**src/rtl/jsu_pkg.sv**
```systemverilog
// jsu_pkg: shared types, codes and decode helpers for the json string unescaper
// used by json_string_unescape_utf8_core; no dependencies
package jsu_pkg;

	localparam int LENGTH_WIDTH_DEF = 16;
	localparam int MAX_RESULTS      = 5;
	localparam int LEN_OUT_W        = 16;

	localparam logic [1:0] ST_DATA = 2'd0;
	localparam logic [1:0] ST_DONE = 2'd1;
	localparam logic [1:0] ST_ERR  = 2'd2;

	localparam logic [3:0] M_IDLE    = 4'd0;
	localparam logic [3:0] M_STR     = 4'd1;
	localparam logic [3:0] M_ESC     = 4'd2;
	localparam logic [3:0] M_HI0     = 4'd3;
	localparam logic [3:0] M_HI1     = 4'd4;
	localparam logic [3:0] M_HI2     = 4'd5;
	localparam logic [3:0] M_HI3     = 4'd6;
	localparam logic [3:0] M_WAIT_BS = 4'd7;
	localparam logic [3:0] M_WAIT_U  = 4'd8;
	localparam logic [3:0] M_LO0     = 4'd9;
	localparam logic [3:0] M_LO1     = 4'd10;
	localparam logic [3:0] M_LO2     = 4'd11;
	localparam logic [3:0] M_LO3     = 4'd12;

	localparam logic [7:0] CH_QUOTE  = 8'h22;
	localparam logic [7:0] CH_BSLASH = 8'h5C;
	localparam logic [7:0] CH_SLASH  = 8'h2F;
	localparam logic [7:0] CH_B      = 8'h62;
	localparam logic [7:0] CH_F      = 8'h66;
	localparam logic [7:0] CH_N      = 8'h6E;
	localparam logic [7:0] CH_R      = 8'h72;
	localparam logic [7:0] CH_T      = 8'h74;
	localparam logic [7:0] CH_U      = 8'h75;

	localparam logic [15:0] HI_SURR_LO = 16'hD800;
	localparam logic [15:0] HI_SURR_HI = 16'hDBFF;
	// 0x10000 - 0xDC00, the fixed part of the surrogate pair combine
	localparam logic [20:0] PAIR_BASE  = 21'h02400;

	typedef struct packed {
		logic [7:0]           data;
		logic [1:0]           status;
		logic [LEN_OUT_W-1:0] length;
		logic                 last;
	} res_t;

	typedef struct packed {
		logic       mid_v;
		logic [1:0] mid_st;
		logic [7:0] mid_data;
		logic [3:0] mode;
		logic       acc_clr;
	} act_t;

	typedef struct packed {
		logic [3:0][7:0] b;
		logic [2:0]      n;
	} utf8_t;

	function automatic logic [4:0] hex_val(input logic [7:0] c);
		logic [4:0] r;
		r = 5'b0;
		if (c inside {[8'h30:8'h39]})
			r = {1'b1, 4'(c - 8'h30)};
		else if (c inside {[8'h61:8'h66]})
			r = {1'b1, 4'(c - 8'h57)};
		else if (c inside {[8'h41:8'h46]})
			r = {1'b1, 4'(c - 8'h37)};
		return r;
	endfunction

	function automatic utf8_t utf8_enc(input logic [20:0] cp);
		utf8_t r;
		r = '0;
		if (cp < 21'h80) begin
			r.n    = 3'd1;
			r.b[0] = cp[7:0];
		end else if (cp < 21'h800) begin
			r.n    = 3'd2;
			r.b[0] = {3'b110, cp[10:6]};
			r.b[1] = {2'b10, cp[5:0]};
		end else if (cp < 21'h10000) begin
			r.n    = 3'd3;
			r.b[0] = {4'b1110, cp[15:12]};
			r.b[1] = {2'b10, cp[11:6]};
			r.b[2] = {2'b10, cp[5:0]};
		end else begin
			r.n    = 3'd4;
			r.b[0] = {5'b11110, cp[20:18]};
			r.b[1] = {2'b10, cp[17:12]};
			r.b[2] = {2'b10, cp[11:6]};
			r.b[3] = {2'b10, cp[5:0]};
		end
		return r;
	endfunction

	function automatic act_t err_act();
		act_t a;
		a.mid_v    = 1'b1;
		a.mid_st   = ST_ERR;
		a.mid_data = 8'h00;
		a.mode     = M_IDLE;
		a.acc_clr  = 1'b0;
		return a;
	endfunction

	function automatic act_t plain_act(input logic [7:0] c);
		act_t a;
		a.mid_v    = 1'b1;
		a.mid_st   = ST_DATA;
		a.mid_data = c;
		a.mode     = M_STR;
		a.acc_clr  = 1'b0;
		if (c == CH_QUOTE) begin
			a.mid_st   = ST_DONE;
			a.mid_data = 8'h00;
			a.mode     = M_IDLE;
		end else if (c == CH_BSLASH) begin
			a.mid_v = 1'b0;
			a.mode  = M_ESC;
		end
		return a;
	endfunction

	function automatic act_t escape_act(input logic [7:0] c);
		act_t a;
		a.mid_v    = 1'b1;
		a.mid_st   = ST_DATA;
		a.mid_data = c;
		a.mode     = M_STR;
		a.acc_clr  = 1'b0;
		case (c)
			CH_QUOTE, CH_BSLASH, CH_SLASH: a.mid_data = c;
			CH_B: a.mid_data = 8'h08;
			CH_F: a.mid_data = 8'h0C;
			CH_N: a.mid_data = 8'h0A;
			CH_R: a.mid_data = 8'h0D;
			CH_T: a.mid_data = 8'h09;
			CH_U: begin
				a.mid_v   = 1'b0;
				a.mode    = M_HI0;
				a.acc_clr = 1'b1;
			end
			default: a = err_act();
		endcase
		return a;
	endfunction

endpackage

```
**src/rtl/json_string_unescape_utf8_core.sv**
```systemverilog
// json_string_unescape_utf8_core: json string literal unescaper, raw bytes in,
// utf-8 decoded bytes plus done/error status out
// depends on jsu_pkg
//
// Usage: the item channel (item_valid/item_ready) takes one raw byte per beat,
// with begin_req on the opening quote of a string and end_of_text on the last
// byte of the buffer. The result channel (result_valid/result_ready) gives one
// result per beat: a decoded byte, a done marker with the decoded length, or
// an error; last marks the final result caused by an input byte. An input byte
// gives 0 to 5 results. Each byte is decoded in the cycle it is accepted and
// its results are held in a five-entry result buffer that drains into the
// output register that drives result_valid.
// A byte is accepted while the buffer holds at most one result that is
// leaving, so with one result per byte and no stall a byte is taken every
// cycle; a byte with k results keeps item_ready low until only its last
// result is leaving. Bytes that give no result are taken every cycle.
// Reset returns the decoder to idle and empties the buffer and output register.
// When the receiver stalls, the output register holds, the buffer fills, and
// item_ready drops until the buffer can drain.
module json_string_unescape_utf8_core
	import jsu_pkg::*;
#(
	parameter int LENGTH_WIDTH = LENGTH_WIDTH_DEF
) (
	input  logic                 clk,
	input  logic                 arst_n,
	input  logic                 item_valid,
	output logic                 item_ready,
	input  logic [7:0]           data_byte,
	input  logic                 begin_req,
	input  logic                 end_of_text,
	output logic                 result_valid,
	input  logic                 result_ready,
	output logic [7:0]           out_byte,
	output logic [1:0]           status,
	output logic [LEN_OUT_W-1:0] decoded_length,
	output logic                 last
);

	localparam int PTR_W = $clog2(MAX_RESULTS);
	localparam int CNT_W = $clog2(MAX_RESULTS + 1);

	logic [3:0]              mode_q;
	logic [15:0]             acc_q;
	logic [15:0]             hs_q;
	logic [LENGTH_WIDTH-1:0] len_q;

	res_t                    pend_q [MAX_RESULTS];
	logic [CNT_W-1:0]        pend_cnt_q;
	logic [PTR_W-1:0]        pend_rd_q;
	res_t                    out_q;
	logic                    out_valid_q;

	logic                    accept;
	logic                    out_load;
	logic                    pend_pop;

	act_t                    act;
	logic [15:0]             acc_n;
	logic [15:0]             hs_n;
	logic                    len_rst;
	logic [4:0]              hx;
	logic [15:0]             acc_sh;
	logic [20:0]             cp_pair;
	logic [20:0]             enc_src;
	logic                    enc_on;
	utf8_t                   enc;
	logic [2:0]              enc_n;
	logic                    eot_err;
	logic [2:0]              res_n;
	logic [2:0]              data_n;
	logic [LENGTH_WIDTH:0]   done_sum;
	logic [LENGTH_WIDTH:0]   next_sum;
	logic [LENGTH_WIDTH-1:0] done_len;
	logic [LENGTH_WIDTH-1:0] len_n;
	logic [LENGTH_WIDTH+LEN_OUT_W-1:0] done_ext;
	res_t                    res_list [MAX_RESULTS];

	localparam logic [LENGTH_WIDTH:0] LEN_MAX = {1'b0, {LENGTH_WIDTH{1'b1}}};

	assign out_load     = !out_valid_q || result_ready;
	assign pend_pop     = out_load && (pend_cnt_q != '0);
	assign item_ready   = (pend_cnt_q == '0) ||
	                      ((pend_cnt_q == CNT_W'(1)) && out_load);
	assign accept       = item_valid && item_ready;

	assign result_valid   = out_valid_q;
	assign out_byte       = out_q.data;
	assign status         = out_q.status;
	assign decoded_length = out_q.length;
	assign last           = out_q.last;

	// byte decode
	always_comb begin
		act     = '0;
		act.mode = mode_q;
		acc_n   = acc_q;
		hs_n    = hs_q;
		len_rst = 1'b0;
		enc_on  = 1'b0;
		enc_src = '0;
		hx      = hex_val(data_byte);
		acc_sh  = {acc_q[11:0], hx[3:0]};
		// hi is a high surrogate here, so the pair sum never goes negative
		cp_pair = PAIR_BASE + {1'b0, hs_q[9:0], 10'b0} + {5'b0, acc_sh};
		if (begin_req) begin
			act.mode = M_IDLE;
			if (data_byte == CH_QUOTE) begin
				act.mode = M_STR;
				len_rst  = 1'b1;
				acc_n    = '0;
				hs_n     = '0;
			end else begin
				act = err_act();
			end
		end else begin
			case (mode_q)
				M_STR: act = plain_act(data_byte);
				M_ESC: act = escape_act(data_byte);
				M_HI0, M_HI1, M_HI2, M_HI3: begin
					if (!hx[4]) begin
						act = err_act();
					end else begin
						acc_n = acc_sh;
						if (mode_q == M_HI3) begin
							if (acc_sh inside {[HI_SURR_LO:HI_SURR_HI]}) begin
								hs_n     = acc_sh;
								act.mode = M_WAIT_BS;
							end else begin
								enc_on   = 1'b1;
								enc_src  = {5'b0, acc_sh};
								act.mode = M_STR;
							end
						end else begin
							act.mode = mode_q + 4'd1;
						end
					end
				end
				M_WAIT_BS: begin
					if (data_byte == CH_BSLASH) begin
						act.mode = M_WAIT_U;
					end else begin
						enc_on  = 1'b1;
						enc_src = {5'b0, hs_q};
						act     = plain_act(data_byte);
					end
				end
				M_WAIT_U: begin
					if (data_byte == CH_U) begin
						acc_n    = '0;
						act.mode = M_LO0;
					end else begin
						enc_on  = 1'b1;
						enc_src = {5'b0, hs_q};
						act     = escape_act(data_byte);
					end
				end
				M_LO0, M_LO1, M_LO2, M_LO3: begin
					if (!hx[4]) begin
						act = err_act();
					end else begin
						acc_n = acc_sh;
						if (mode_q == M_LO3) begin
							enc_on   = 1'b1;
							enc_src  = cp_pair;
							act.mode = M_STR;
						end else begin
							act.mode = mode_q + 4'd1;
						end
					end
				end
				default: act.mode = M_IDLE;
			endcase
		end
		if (act.acc_clr)
			acc_n = '0;
		eot_err = end_of_text && (act.mode != M_IDLE);
	end

	assign enc    = utf8_enc(enc_src);
	assign enc_n  = enc_on ? enc.n : 3'd0;
	assign res_n  = enc_n + {2'b0, act.mid_v} + {2'b0, eot_err};
	assign data_n = enc_n + {2'b0, act.mid_v && (act.mid_st == ST_DATA)};

	// saturating length, the done count sees only the bytes before it
	assign done_sum = {1'b0, len_q} + (LENGTH_WIDTH+1)'(enc_n);
	assign next_sum = {1'b0, len_q} + (LENGTH_WIDTH+1)'(data_n);
	assign done_len = (done_sum > LEN_MAX) ? LEN_MAX[LENGTH_WIDTH-1:0]
	                                       : done_sum[LENGTH_WIDTH-1:0];
	assign len_n    = len_rst ? '0 :
	                  (next_sum > LEN_MAX) ? LEN_MAX[LENGTH_WIDTH-1:0]
	                                       : next_sum[LENGTH_WIDTH-1:0];
	assign done_ext = {{LEN_OUT_W{1'b0}}, done_len};

	always_comb begin
		for (int i = 0; i < MAX_RESULTS; i++) begin
			res_list[i] = '0;
			if (3'(i) < enc_n) begin
				res_list[i].data   = enc.b[i[1:0]];
				res_list[i].status = ST_DATA;
			end else if ((3'(i) == enc_n) && act.mid_v) begin
				res_list[i].data   = act.mid_data;
				res_list[i].status = act.mid_st;
				if (act.mid_st == ST_DONE)
					res_list[i].length = done_ext[LEN_OUT_W-1:0];
			end else begin
				res_list[i].status = ST_ERR;
			end
			res_list[i].last = (3'(i) == (res_n - 3'd1));
		end
	end

	always_ff @(posedge clk or negedge arst_n) begin
		if (!arst_n) begin
			mode_q      <= M_IDLE;
			acc_q       <= '0;
			hs_q        <= '0;
			len_q       <= '0;
			pend_cnt_q  <= '0;
			pend_rd_q   <= '0;
			out_valid_q <= 1'b0;
		end else begin
			if (accept) begin
				mode_q     <= eot_err ? M_IDLE : act.mode;
				acc_q      <= acc_n;
				hs_q       <= hs_n;
				len_q      <= len_n;
				pend_cnt_q <= CNT_W'(res_n);
				pend_rd_q  <= '0;
			end else if (pend_pop) begin
				pend_cnt_q <= pend_cnt_q - CNT_W'(1);
				pend_rd_q  <= pend_rd_q + PTR_W'(1);
			end
			if (pend_pop)
				out_valid_q <= 1'b1;
			else if (out_load)
				out_valid_q <= 1'b0;
		end
	end

	// result payload
	always_ff @(posedge clk) begin
		if (accept) begin
			for (int i = 0; i < MAX_RESULTS; i++)
				pend_q[i] <= res_list[i];
		end
		if (pend_pop)
			out_q <= pend_q[pend_rd_q];
	end

endmodule
```
**config.mk**
```make
export PLATFORM = sky130hd
export DESIGN_NAME = json_string_unescape_utf8_core
export DESIGN_NICKNAME = d
export VERILOG_FILES = /design/src/rtl/jsu_pkg.sv /design/src/rtl/json_string_unescape_utf8_core.sv
export SDC_FILE = /design/constraint.sdc
export NUM_CORES = 1
export LEC_CHECK = 0
export BUFFER_PORTS_ARGS = -buffer_cell sky130_fd_sc_hd__buf_2
export CORE_MARGIN = 3
export CORE_UTILIZATION = 57
export CTS_CLUSTER_DIAMETER = 40
export CTS_CLUSTER_SIZE = 16
export DETAILED_ROUTE_END_ITERATION = 10
export PLACE_DENSITY = 0.79
export SETUP_SLACK_MARGIN = 0.4
export SYNTH_ARGS = -nofsm -noshare
export SYNTH_HDL_FRONTEND = slang
export SYNTH_SLANG_ARGS = --single-unit
```
**constraint.sdc**
```tcl
create_clock -name clk -period 7.7 [get_ports clk]
set_input_delay 1.925 -clock clk [delete_from_list [all_inputs] [get_ports clk]]
set_output_delay 1.925 -clock clk [all_outputs]
set_load 0.01 [all_outputs]
```
Yosys cells after proc, flatten, opt, wreduce, memory -nomap -nowiden
Memory sizes are Yosys's and may differ from the RTL's. A register that Yosys moved wholly into a read port is not among the register bits.
Index checks and enable logic that the tools add are counted.
Cells by class
  equal/unequal tests: 35
  reductions and logical operators: 39
  order comparisons: 18
  muxes and demuxes: 107
  $add $sub $neg: 14
Operator list (count)
  $mux 16: 27
  $pmux 8 s6: 2
  $pmux 21 s4: 1
  $mux 21: 3
  $eq 8x7->1 const B: 7
  $mux 11: 5
  $pmux 11 s5: 1
  $mux 10: 5
  $mux 12: 4
  $mux 8: 6
  $add 16x3->17: 2
  $gt 17x16->1 const B: 2
  $mux 4: 7
  $mux 25: 1
  $mux 24: 1
  $pmux 12 s2: 1
  $pmux 4 s6: 1
  $add 14x20->21 const A: 1
  $add 21x16->21: 1
  $lt 21x12->1 const B: 1
  $lt 21x17->1 const B: 1
  $lt 21x8->1 const B: 1
  $eq 4x4->1 const B: 5
  $mux 2: 10
  50 further kinds: 117
Word-level totals
  memories: 1
  bits of input ports: 14
  flip-flop bits (word level): 55
  bits in writable memories: 135
Memory list
  pend_q: words 5, bits a word 27, read ports 1, clocked after Yosys merged registers in 1, wr ports 5, line json_string_unescape_utf8_core.sv:48  | res_t pend_q [MAX_RESULTS];

Longest topological paths before layout
  word-level depth: 23
  depth in mapped cells: 28
  mapped depth without buffers: 25

Worst setup path after synthesis
OpenSTA, ideal clock, no wires.
  kind: input-to-reg
  start point: in result_ready
  end point: reg len_q[1]
  path slack: 0.662 ns
  buffers on the path: 1
  stages on the path: 7
  data arrival time: 6.696 ns
  setup time: 0.342 ns
  cells stage by stage: nand2b_1 a21oi_1 nor2_1 nand2_1 inv_1 clkbuf_1 o21ai_0
Between the ends
  cells in the longest elaborated chain, start to end: 4
RTL lines
  from (decl): line json_string_unescape_utf8_core.sv:33  | input logic result_ready,
  $logic_or 1x1->1: line json_string_unescape_utf8_core.sv:81  | assign out_load = !out_valid_q || result_ready;
  $logic_and 1x1->1: line json_string_unescape_utf8_core.sv:84  | ((pend_cnt_q == CNT_W'(1)) && out_load);
  $logic_or 1x1->1: line json_string_unescape_utf8_core.sv:83  | assign item_ready = (pend_cnt_q == '0) ||
  named net item_ready: line json_string_unescape_utf8_core.sv:28  | output logic item_ready,
  $logic_and 1x1->1: line json_string_unescape_utf8_core.sv:85  | assign accept = item_valid && item_ready;
  named net accept: line json_string_unescape_utf8_core.sv:54  | logic accept;
  to (signal assigned): line json_string_unescape_utf8_core.sv:227  | len_q <= len_n;
  to (decl): line json_string_unescape_utf8_core.sv:46  | logic [LENGTH_WIDTH-1:0] len_q;
The timed path passes the listed nets, and every way through them passes these cells.
A chain may end at the register's enable or synchronous reset.

Worst setup path in the final report
  start point: in data_byte[0]
  end point: reg len_q[2]
Between the ends
  cells in the longest elaborated chain, start to end: 22
  elaborated cells on any way between the ends: 73
  classes of those cells: 6 x add/sub; 12 x order compare; 9 x eq/ne; 38 x mux; 8 x reduce/logical
RTL lines
  from (decl): line json_string_unescape_utf8_core.sv:29  | input logic [7:0] data_byte,
  $ge 8x7->1 / $le 8x7->1 (equally long branches): line jsu_pkg.sv:69  | else if (c inside {[8'h41:8'h46]})
  $logic_and 1x1->1: line jsu_pkg.sv:69
  $mux 5: line jsu_pkg.sv:69
  $mux 5: line jsu_pkg.sv:67  | else if (c inside {[8'h61:8'h66]})
  $mux 5: line jsu_pkg.sv:65  | if (c inside {[8'h30:8'h39]})
  $ge 16x16->1 / $le 16x16->1 (equally long branches): line json_string_unescape_utf8_core.sv:126  | if (acc_sh inside {[HI_SURR_LO:HI_SURR_HI]}) begin
  $logic_and 1x1->1: line json_string_unescape_utf8_core.sv:126
  $mux 16: line json_string_unescape_utf8_core.sv:126
  (+6 left out)
  $mux 19: line jsu_pkg.sv:80  | end else if (cp < 21'h800) begin
  $mux 11: line jsu_pkg.sv:77  | if (cp < 21'h80) begin
  $mux 3: line json_string_unescape_utf8_core.sv:181  | assign enc_n = enc_on ? enc.n : 3'd0;
  $add 3x1->3: line json_string_unescape_utf8_core.sv:183  | assign data_n = enc_n + {2'b0, act.mid_v && (act.mid_st == ST_DATA)};
  $add 16x3->17: line json_string_unescape_utf8_core.sv:187  | assign next_sum = {1'b0, len_q} + (LENGTH_WIDTH+1)'(data_n);
  $gt 17x16->1: line json_string_unescape_utf8_core.sv:191  | (next_sum > LEN_MAX) ? LEN_MAX[LENGTH_WIDTH-1:0]
  $mux 16: line json_string_unescape_utf8_core.sv:191
  $mux 16 (*): line json_string_unescape_utf8_core.sv:190  | assign len_n = len_rst ? '0 :
Every way passes the cells marked *; elsewhere a longest branch is shown, timed or not.

==> results.cfg <==
[global_route]
grt_antenna_before_repair = 0
grt_pass1_wl_um = 45600
busiest_layer = met2
grt_pass1_vias = 8368
gr-usage-met2_pct = 39.4
grt_use_total_pct = 25.5
grt_overflow = 0
grt_util_met3_pct = 3.04
grt_max_degree = 90
use_met1_pct = 38.6

[clock_tree]
cts-resized-gates = 0
clock_sinks = 217
cts_buffers = 30
cts_tree = yes
cts_buffer_depth = 3
hold_buffers = 0
cts_setup_buffers = 0
clock_latency_ns = 0.56
root_buffer = clkbuf_16
cts_htree_levels = 1
clkTransAtPathRegs_ns = 0.06

[routing]
drt-total-wl_um = 28500
via_per_inst = 6.28
post_drt_wl_per_cell_um = 20.2
via_count = 8861
drc = 0
ant_nets = 0
first_pass_iters = 5
drtIter0Drc = 946

[die]
die_h_um = 150
coreArea_mm2 = 0.0204
initial_core_util_pct = 58.2
die_width_um = 150
io_pins = 43
die_area_mm2 = 0.0226
rows = 52

[status]
status = completed

[hold_path]
hold_path.startpoint = hs_q[15]$_DFFE_PN0P_
worstHoldEndpoint = hs_q[15]$_DFFE_PN0P_
holdPathStages = 1
hp-class = register to register

[setup_path]
path_max_fanout = 17
cp.arrival_ns = 7.38
critPathCaptureType = register
worstReg2RegEnd = len_q[2]$_DFFE_PN0P_
r2r-start = acc_q[6]$_DFFE_PN0P_
required_ns = 8.17
rr_worst_depth = 23
critPathKind = primary input to register
critPathLaunchType = primary input
reg2reg_slack_ns = 1.65

[place]
placed_area_mm2 = 0.0124
place_hpwl_um = 19000
io_buffers = 42
place_inst = 1354
globalplace.congestion = 0.950
dp_slack_ns = 0.397

[synthesis]
yosysSeqAreaShare_pct = 52.6
yosys-top-cells-count = edfxtp_1 (162), nor2_1 (137), nand2_1 (78), a21oi_1 (65), dfrtp_1 (55)
synth_most_common_cell = edfxtp_1
syn_area_mm2 = 0.0119
synth-edff-count = 162
ys_warn_count = 0
synth-main-ff-cell = edfxtp_1
synth_cell_type_count = 87
ys_top_cells_by_area = edfxtp_1 (41%), dfrtp_1 (12%), mux4_2 (5.1%)
synthesis.area_per_instance_um2 = 11.2
synth_cells = 1056
synth_top_area_cell = edfxtp_1
synthArstFlopShare_pct = 25.3
synth_top_area_share_pct = 41.0
ys_ff_latch = 217

[flow_run]
max-cap-violations = 0

[final_layout]
fill_cells = 1538
drive_above_1_share_pct = 17.7
layoutNonFillerInstCount = 1410
syn_to_final_growth_pct = 13.5
layout.area.seq_mm2 = 0.00624
fin_nets = 1168
final_cell_area_mm2 = 0.0135
final_core_util_pct = 66.1
multi_input_area_mm2 = 0.00528
num_antenna_cells = 0

[timing]
holdWs_ns = 0.475
finalHoldViolations = 0
fmax_mhz = 145
slew-limit-headroom_pct = 16.0
drv_slew = 0
setup_viol = 0
period_share_pct = 89.7
min_period_ns = 6.91
timing.final.ws_setup_ns = 0.793
final.setup_skew_ns = 0.0330
tightestPinTransition_ns = 1.25
finalSetupTns_ns = 0
rsz0062_at_grt = no

[power_and_ir_drop]
vdd_drop_max_uv = 191
p_leak_nw = 4.89
power_mw = 4.06
p_per_area_mw_per_mm2 = 302
worst max path at each step:
stage / from / slack [ns] / to
after floorplan: result_ready / 0.66 / len_q[1]$_DFFE_PN0P_
after global placement: data_byte[0] / 0.68 / len_q[9]$_DFFE_PN0P_
after detailed placement: data_byte[0] / 0.40 / len_q[5]$_DFFE_PN0P_
after CTS: data_byte[0] / 0.89 / len_q[2]$_DFFE_PN0P_
after global routing: data_byte[0] / 0.47 / len_q[5]$_DFFE_PN0P_
final: data_byte[0] / 0.79 / len_q[2]$_DFFE_PN0P_
layout by cell type (no fill, tap or decap), types with 34 or more instances in the layout:
master | netlist | layout
edfxtp_1 | 162 | 162
a21oi_1 | 65 | 64
inv_1 | 45 | 44
nand2_1 | 78 | 78
ha_1 | 34 | 34
o21ai_0 | 46 | 46
buf_2 | 17 | 42
nor2_1 | 137 | 137
dfrtp_1 | 55 | 54
state kept, by name, summed over array words and instances (netlist names), 2 cells and up:
signal / flops
acc_q: 12
hs_q: 16
pend_cnt_q: 3
len_q: 16
status: 2
out_byte: 8
decoded_length: 16
mode_q: 4
pend_q: 135
pend_rd_q: 3
metal layers:
layer / part of all wire, % / vias to the layer above / routed length, um
met5: 0 / - / 0
met1: 43 / 4346 / 12100
met3: 8.1 / 58 / 2290
met2: 47 / 439 / 13400
met4: 2.3 / 0 / 644
li1: - / 4018 / -
final cells by class:
| type | instances | area share [%] |
|---|---|---|
| timing repair buffer | 62 | 2.68 |
| sequential | 217 | 46.4 |
| multi-input combinational | 758 | 39.2 |
| clock buffer | 32 | 5.64 |
| clock inverter | 24 | 2.19 |
| inverter | 47 | 1.39 |
| tap | 270 | 2.51 |
worst max-delay path: stages:
cell and delay, ns:
buf_2 0.16, inv_1 0.11, ha_1 0.25, o21bai_1 0.25, a21oi_4 0.14, or2_1 0.40, a22o_1 0.28, o31a_1 0.31
nor3_1 0.54, a21oi_1 0.25, ha_1 0.24, ha_1 0.21, xnor2_1 0.15, ha_1 0.35, a21oi_1 0.09, nor3_1 0.20
and3_1 0.24, and4_1 0.26, nand3_1 0.47, a211oi_1 0.42, a21o_1 0.12
cells by family (layout without fill, tap and decap cells):
family / Yosys count / in the layout / share of synthesized area [%]
adder cells (fa/ha/maj): 38 / 38 / 4.26
multiplexers: 73 / 73 / 9.32
other: 2 / 26 / 0.0633
buffers and inverters: 105 / 165 / 3.77
AO/OA/AOI/OAI: 257 / 257 / 14.5
XOR/XNOR: 25 / 25 / 1.85
AND/OR/NAND/NOR: 339 / 339 / 13.6
flip-flops: 217 / 217 / 52.6
power by group:
| group | switching, mW | internal, mW | leakage (nW) |
|---|---|---|---|
| clock network | 0.568 | 0.845 | 0.504 |
| registers | 0.139 | 1.65 | 2.16 |
| logic | 0.469 | 0.397 | 2.22 |
No activity file was read; power rests on OpenSTA's default activity.
